### config.mk
export PLATFORM = sky130hd
export DESIGN_NAME = tpmd_quant
export DESIGN_NICKNAME = d
export VERILOG_FILES = /design/src/tpmd_pkg.sv /design/src/tpmd_quant.sv
export SDC_FILE = /design/constraint.sdc
export NUM_CORES = 1
export LEC_CHECK = 0
export BUFFER_PORTS_ARGS = -buffer_cell sky130_fd_sc_hd__buf_2
export CORE_MARGIN = 10
export CORE_UTILIZATION = 58
export CTS_CLUSTER_DIAMETER = 100
export DETAILED_ROUTE_END_ITERATION = 10
export PLACE_DENSITY = 0.78
export SYNTH_ARGS = -nofsm -noshare
export SYNTH_HDL_FRONTEND = slang
export SYNTH_SLANG_ARGS = --single-unit
### constraint.sdc
create_clock -name clk -period 5.2 [get_ports clk]
set_clock_uncertainty 0.1 [all_clocks]
set_input_delay 0.26 -clock clk [delete_from_list [all_inputs] [get_ports clk]]
set_output_delay 0.26 -clock clk [all_outputs]
set_load 0.005 [all_outputs]
### src/tpmd_pkg.sv
`timescale 1ns / 1ps
`default_nettype none
// ----------------------------------------------------------------------------
// Tabulated policy motor drive package
// Shared constants, register map codes, action codes and the table control
// struct used by the top level and the table store.
// ----------------------------------------------------------------------------
package tpmd_pkg;

  // Grid half spans in degrees with 8 fraction bits (grids run -H..+H).
  localparam int LARGE_PITCH_HALF = 5120;
  localparam int LARGE_RATE_HALF  = 29335;
  localparam int LARGE_WHEEL_HALF = 7333860;
  localparam int SMALL_PITCH_HALF = 1280;
  localparam int SMALL_RATE_HALF  = 14668;
  localparam int SMALL_WHEEL_HALF = 220016;

  // Duty limits and reset values of the configuration registers.
  localparam logic [11:0] DUTY_MAX         = 12'd2400;
  localparam logic [11:0] IDLE_DUTY_RST    = 12'd240;
  localparam logic [11:0] LARGE_DUTY_RST   = 12'd1984;
  localparam logic [11:0] SMALL_DUTY_RST   = 12'd738;
  localparam logic [15:0] THRESHOLD_RST    = 16'd1280;

  // APB address width: five 32-bit registers at byte addresses 0..16.
  localparam int PADDR_W = 5;

  typedef enum logic [2:0] {
    REG_DRIVE_ENABLE     = 3'd0,
    REG_IDLE_DUTY        = 3'd1,
    REG_LARGE_RANGE_DUTY = 3'd2,
    REG_SMALL_RANGE_DUTY = 3'd3,
    REG_RANGE_THRESHOLD  = 3'd4
  } reg_idx_t;

  // Action codes as stored in the tables.
  localparam logic [1:0] ACT_IDLE     = 2'b00;
  localparam logic [1:0] ACT_FORWARD  = 2'b01;
  localparam logic [1:0] CODE_INVALID = 2'b10;

  // Range codes reported with each result.
  localparam logic [1:0] RANGE_LARGE = 2'd0;
  localparam logic [1:0] RANGE_SMALL = 2'd1;
  localparam logic [1:0] RANGE_NONE  = 2'd2;

  // Control of the table store for one cycle.
  typedef struct packed {
    logic en;
    logic large_we;
    logic small_we;
  } tbl_ctrl_t;

  // Number of divider stages in the quantizer for a given index width.
  function automatic int quant_div_stages(input int qw);
    return (qw + 1) >> 1;
  endfunction

endpackage
`default_nettype wire

### src/tpmd_quant.sv
`timescale 1ns / 1ps
`default_nettype none
// ----------------------------------------------------------------------------
// Grid quantizer
// Pipelined nearest-grid-point index of a signed value on a uniform grid,
// ties to the lower index, clamped; two quotient bits resolved per stage.
// ----------------------------------------------------------------------------
module tpmd_quant import tpmd_pkg::*; #(
  parameter int N_LARGE = 40,
  parameter int N_SMALL = 40,
  parameter int H_LARGE = 5120,
  parameter int H_SMALL = 1280,
  parameter int QW      = 9
) (
  input  logic                clk,
  input  logic                adv,
  input  logic signed [23:0]  x,
  input  logic                sel_large,
  output logic [QW-1:0]       idx
);

  localparam int UW = 24 + QW;
  localparam int NS = quant_div_stages(QW);
  localparam logic [23:0] SPAN_L  = 24'(2 * H_LARGE);
  localparam logic [23:0] SPAN_S  = 24'(2 * H_SMALL);
  localparam logic [QW-1:0] NM1_L = QW'(N_LARGE - 1);
  localparam logic [QW-1:0] NM1_S = QW'(N_SMALL - 1);

  logic signed [24:0] t_s;
  logic               lo_c;
  logic               hi_c;
  logic [23:0]        t1;
  logic               lo1, hi1, lg1;
  logic [QW-1:0]      nm1;

  logic [UW-1:0]      rem [NS+1];
  logic [QW-1:0]      quo [NS+1];
  logic               lo_q [NS+1];
  logic               hi_q [NS+1];
  logic               lg_q [NS+1];

  // Offset onto the grid and find the clamped ends.
  always_comb begin
    t_s  = 25'(x) + (sel_large ? 25'(H_LARGE) : 25'(H_SMALL));
    lo_c = t_s[24] || (t_s == 25'sd0);
    hi_c = !lo_c && (t_s[23:0] >= (sel_large ? SPAN_L : SPAN_S));
  end

  always_ff @(posedge clk) begin
    if (adv) begin
      t1  <= t_s[23:0];
      lo1 <= lo_c;
      hi1 <= hi_c;
      lg1 <= sel_large;
    end
  end

  // Scale by the point count; adding H-1 makes the floor division round to the nearest point, ties down.
  assign nm1 = lg1 ? NM1_L : NM1_S;

  always_ff @(posedge clk) begin
    if (adv) begin
      rem[0]  <= UW'(t1) * UW'(nm1)
               + (lg1 ? UW'(H_LARGE - 1) : UW'(H_SMALL - 1));
      quo[0]  <= '0;
      lo_q[0] <= lo1;
      hi_q[0] <= hi1;
      lg_q[0] <= lg1;
    end
  end

  // Restoring division by the grid span, two quotient bits per stage.
  for (genvar s = 0; s < NS; s++) begin : g_div
    localparam int B0 = QW - 1 - 2 * s;
    localparam int B1 = B0 - 1;
    logic [UW-1:0] span;
    logic [UW-1:0] r0, r1;
    logic [QW-1:0] q0, q1;

    assign span = UW'(lg_q[s] ? SPAN_L : SPAN_S);

    always_comb begin
      r0 = rem[s];
      q0 = quo[s];
      if (rem[s] >= (span << B0)) begin
        r0     = rem[s] - (span << B0);
        q0[B0] = 1'b1;
      end
    end

    if (B1 >= 0) begin : g_second
      always_comb begin
        r1 = r0;
        q1 = q0;
        if (r0 >= (span << B1)) begin
          r1     = r0 - (span << B1);
          q1[B1] = 1'b1;
        end
      end
    end else begin : g_last
      assign r1 = r0;
      assign q1 = q0;
    end

    always_ff @(posedge clk) begin
      if (adv) begin
        rem[s+1]  <= r1;
        quo[s+1]  <= q1;
        lo_q[s+1] <= lo_q[s];
        hi_q[s+1] <= hi_q[s];
        lg_q[s+1] <= lg_q[s];
      end
    end
  end

  // Apply the clamps at the grid ends.
  always_comb begin
    if (lo_q[NS]) begin
      idx = '0;
    end else if (hi_q[NS]) begin
      idx = lg_q[NS] ? NM1_L : NM1_S;
    end else begin
      idx = quo[NS];
    end
  end

endmodule
`default_nettype wire

==> metrics.md <==
| Metric | Value |
|---|---|
| Area grow syn2layout | 11.68% |
| Power Density | 565.1 mW/mm^2 |
| Post-route cell area | 0.01774 mm^2 |
| Max incr delay on CP | 0.51 ns |
| Largest cells by area after synthesis | edfxtp_1 (44%), ha_1 (8.1%), fa_1 (6.6%) |
| Slowest CP cell | fa_1 |
| PortBufs | 35 |
| Layout cell share with drive strength beyond 1 | 11.03% |
| Worst-skew pair later-pin latency | 0.53 ns |
| FF-to-FF setup slack | 0.19 ns |
| Synthesized flop and latch total | 235 |
| HP Class | in2reg |
| Status | completed |
| Placed insts | 1822 |
| Largest fanout on the critical path | 4 |
| IR drop worst, VDD | 0.3507 mV |
| Layout fillers | 1986 |
| TritonCTS Buffers | 25 |
| Width of the die | 185.5 um |
| Sequential Power Share | 32.9% |
| Slew headroom | 43.72% |
| Cells after Synth | 1449 |
| Antenna violations before repair | 0 |
| Combinational power share | 49.0% |
| CTS Buffer Depth | 3 |
| Kind of critical path | reg2reg |
| Synth top area share | 44.44% |
| Clk pwr share | 18.1% |
| CTS root buffer | clkbuf_16 |
| Total Wirelength | 32030 um |
| Net Sw Frac | 38.97% |
| Synthesized netlist net count | 1631 |
| Largest net degree at the start of global routing | 127 |
| Die ar. | 0.03440 mm^2 |
| Ant diodes | 0 |
| Internal power | 6.116 mW |
| Psw | 3.906 mW |
| Synth Flop Type | edfxtp_1 |
| Final Util | 65.81% |
| CTS tree | done |
| First-pass GRT wire length | 53590 um |
| Total grt overflow | 0 |
| DRT Pass-1 Iters | 5 |
| Most frequent cells in the layout | edfxtp_1 (235), inv_1 (153), ha_1 (100) |
| Dpl cell area | 0.01656 mm^2 |
| DRC | 0 |
| YS warnings | 0 |
| Leakage Power | 6.865 nW |
| Cell mode on critical path | fa_1 |
| Final Power | 10.02 mW |
| Clock Sinks | 235 |
| Final cell count without fillers | 1891 |
| Total GRT Usage | 18.80% |
| Routability cong. | 0.9266 |
| Post-DRT Antenna Nets | 0 |
| Ys async rst share | 0% |
| Fin Hold WS | 0.01868 ns |
| DP HPWL | 23740 um |
| Via count | 11230 |
| Max Cap Viol | 0 |
| Core area | 0.02695 mm^2 |
| Synth Cell Area | 0.01588 mm^2 |
| Dominant cell type by area after synthesis | edfxtp_1 |
| Reg2reg path depth | 19 |
| Via/cell ratio | 5.940 |
| Pre-CTS WS | -0.04297 ns |
| Die height | 185.5 um |
| Vias in the first global route | 11460 |
| Max-slew violations | 0 |
| Critical path cell sequence | inv_2 -> fa_1 -> inv_2 -> fa_1 -> fa_1 -> inv_1 -> fa_1 -> inv_2 -> ha_4 -> nand4_1 -> or3_4 -> a41oi_2 -> o21a_1 -> a21o_1 -> a41oi_2 -> a21oi_2 -> and2_4 -> o21ai_1 -> a221oi_2 |
| Ports | 36 |
| Min-Delay Path Depth | 2 |
| Crit start category | register |
| Most common cell after layout, fill and taps aside | edfxtp_1 |
| Drt initial violations | 634 |
| Final WS setup | 0.1894 ns |
| Drt wl/cell | 16.94 um |
| Req. time, crit path | 5.46 ns |
| Setup TNS | 0 ns |
| # H-tree levels | 1 |
| Max Fclk | 199.6 MHz |
| Row count | 60 |
| Starting Density | 58.92% |
| CP endpoint kind | register |
| CP arrival | 5.27 ns |
| Min cycle time layout | 5.011 ns |
| Avg Inst Size Synth | 10.96 um^2 |
| Clk pin slew, worst setup/hold paths | 0.06 ns |
| Sequential fraction of the synthesis area | 44.44% |
| Final Hold Viols | 0 |
| Fin crit share | 96.36% |
| Slew at the pin with the worst max-slew slack | 0.8442 ns |
| EDFF count, synth | 235 |
| Distinct cells, synth | 91 |
| # setup viols final | 0 |
| Final net count | 1713 |
## logic make-up (layout without fill, tap and decap cells)
| group | Yosys count | in the layout | synth area share (%) |
|---|---|---|---|
| AO/OA/AOI/OAI | 255 | 255 | 11.16 |
| XOR/XNOR | 144 | 144 | 7.942 |
| adder cells (fa/ha/maj) | 155 | 155 | 14.67 |
| buffers and inverters | 193 | 294 | 4.806 |
| flip-flops | 235 | 235 | 44.44 |
| multiplexers | 16 | 16 | 1.111 |
| AND/OR/NAND/NOR | 451 | 451 | 15.87 |
## cell usage after synthesis (4+ instances only)
master	n
edfxtp_1	235
inv_1	157
ha_1	103
xnor2_1	92
nor2_1	91
nand2_1	79
o21ai_0	53
fa_1	52
xor2_1	52
a21oi_1	48
nor4_1	44
nor3_1	42
nand3_1	31
nand4_1	23
a21o_1	21
clkbuf_1	19
a211oi_1	17
and2_1	16
nand2b_1	15
o21a_1	15
or3_1	13
or4_1	13
o31ai_1	12
mux2i_1	9
nand3b_1	9
nor2b_1	9
a31oi_1	8
o211ai_1	8
or2_2	8
buf_2	7
nand4b_1	7
o21bai_1	7
and3_1	6
nor4b_1	6
o31a_1	6
a2111oi_0	5
a211o_1	5
mux2_2	5
nor3b_1	5
a31o_2	4
and3b_1	4
and4_1	4
## flip-flops by register name (all words and copies together) (netlist names)
register and flops:
rem 162, quo 29, t1 24, hi_q 6
lo_q 6, lg_q 5, hi1 1, lg1 1
lo1 1
## path summary, 6_finish.rpt
| kind | endpoint | from |
|---|---|---|
| worst max-delay path | rem[0][26]$_DFFE_PP_ | t1[6]$_DFFE_PP_ |
| worst min-delay path | t1[21]$_DFFE_PP_ | x[21] |
| worst max register to register | rem[0][26]$_DFFE_PP_ | t1[6]$_DFFE_PP_ |
| worst min register to register | quo[3][6]$_DFFE_PP_ | quo[2][6]$_DFFE_PP_ |
## power groups by stage
stage	combinational (mW)	clock, mW	sequential, mW
after global placement	4.51	0	3.29
final	4.91	1.82	3.29
after floorplan	3.81	0	3.12
after global routing	5.57	1.91	3.35
after CTS	4.72	1.85	3.28
after detailed placement	4.65	0	3.31
## area by class of cell
cell class	count	area [um^2]	share of cell area, %
Clock inverter	16	191.4	1.079
Multi-Input combinational cell	1021	8170	46.07
Sequential cell	235	7057	39.79
Tap cell	341	426.7	2.406
Timing Repair Buffer	87	641.9	3.619
Clock buffer	30	644.4	3.633
Inverter	161	604.3	3.407
## critical path, delay by kind of cell (launching register included)
family	cells	cell delay, ns
buffers and inverters	4	0.19
AND/OR/NAND/NOR	3	0.65
flip-flops	1	0.41
AO/OA/AOI/OAI	7	1.24
adder cells (fa/ha/maj)	5	2.25
## routing by layer
layer | track usage (%) | part of all wire, % | wire length, um
met1 | 20.34 | 38 | 12320
met2 | 35.68 | 54 | 17180
met3 | 2.437 | 3.7 | 1201
met4 | 8.225 | 4.2 | 1330
met5 | 0 | 0 | 0
## what timing repair did
| item | CTS | global route |
|---|---|---|
| buffers inserted | 0 | 3 |
| hold buffers | 20 | 0 |
| setup endpoints to repair | 1 | 5 |
| hold endpoints to repair | 20 | 0 |
| pin swaps | 3 | 17 |
| cloned | 0 | 0 |
| resized for setup | 2 | 23 |
(Power assumes the default switching activity.)
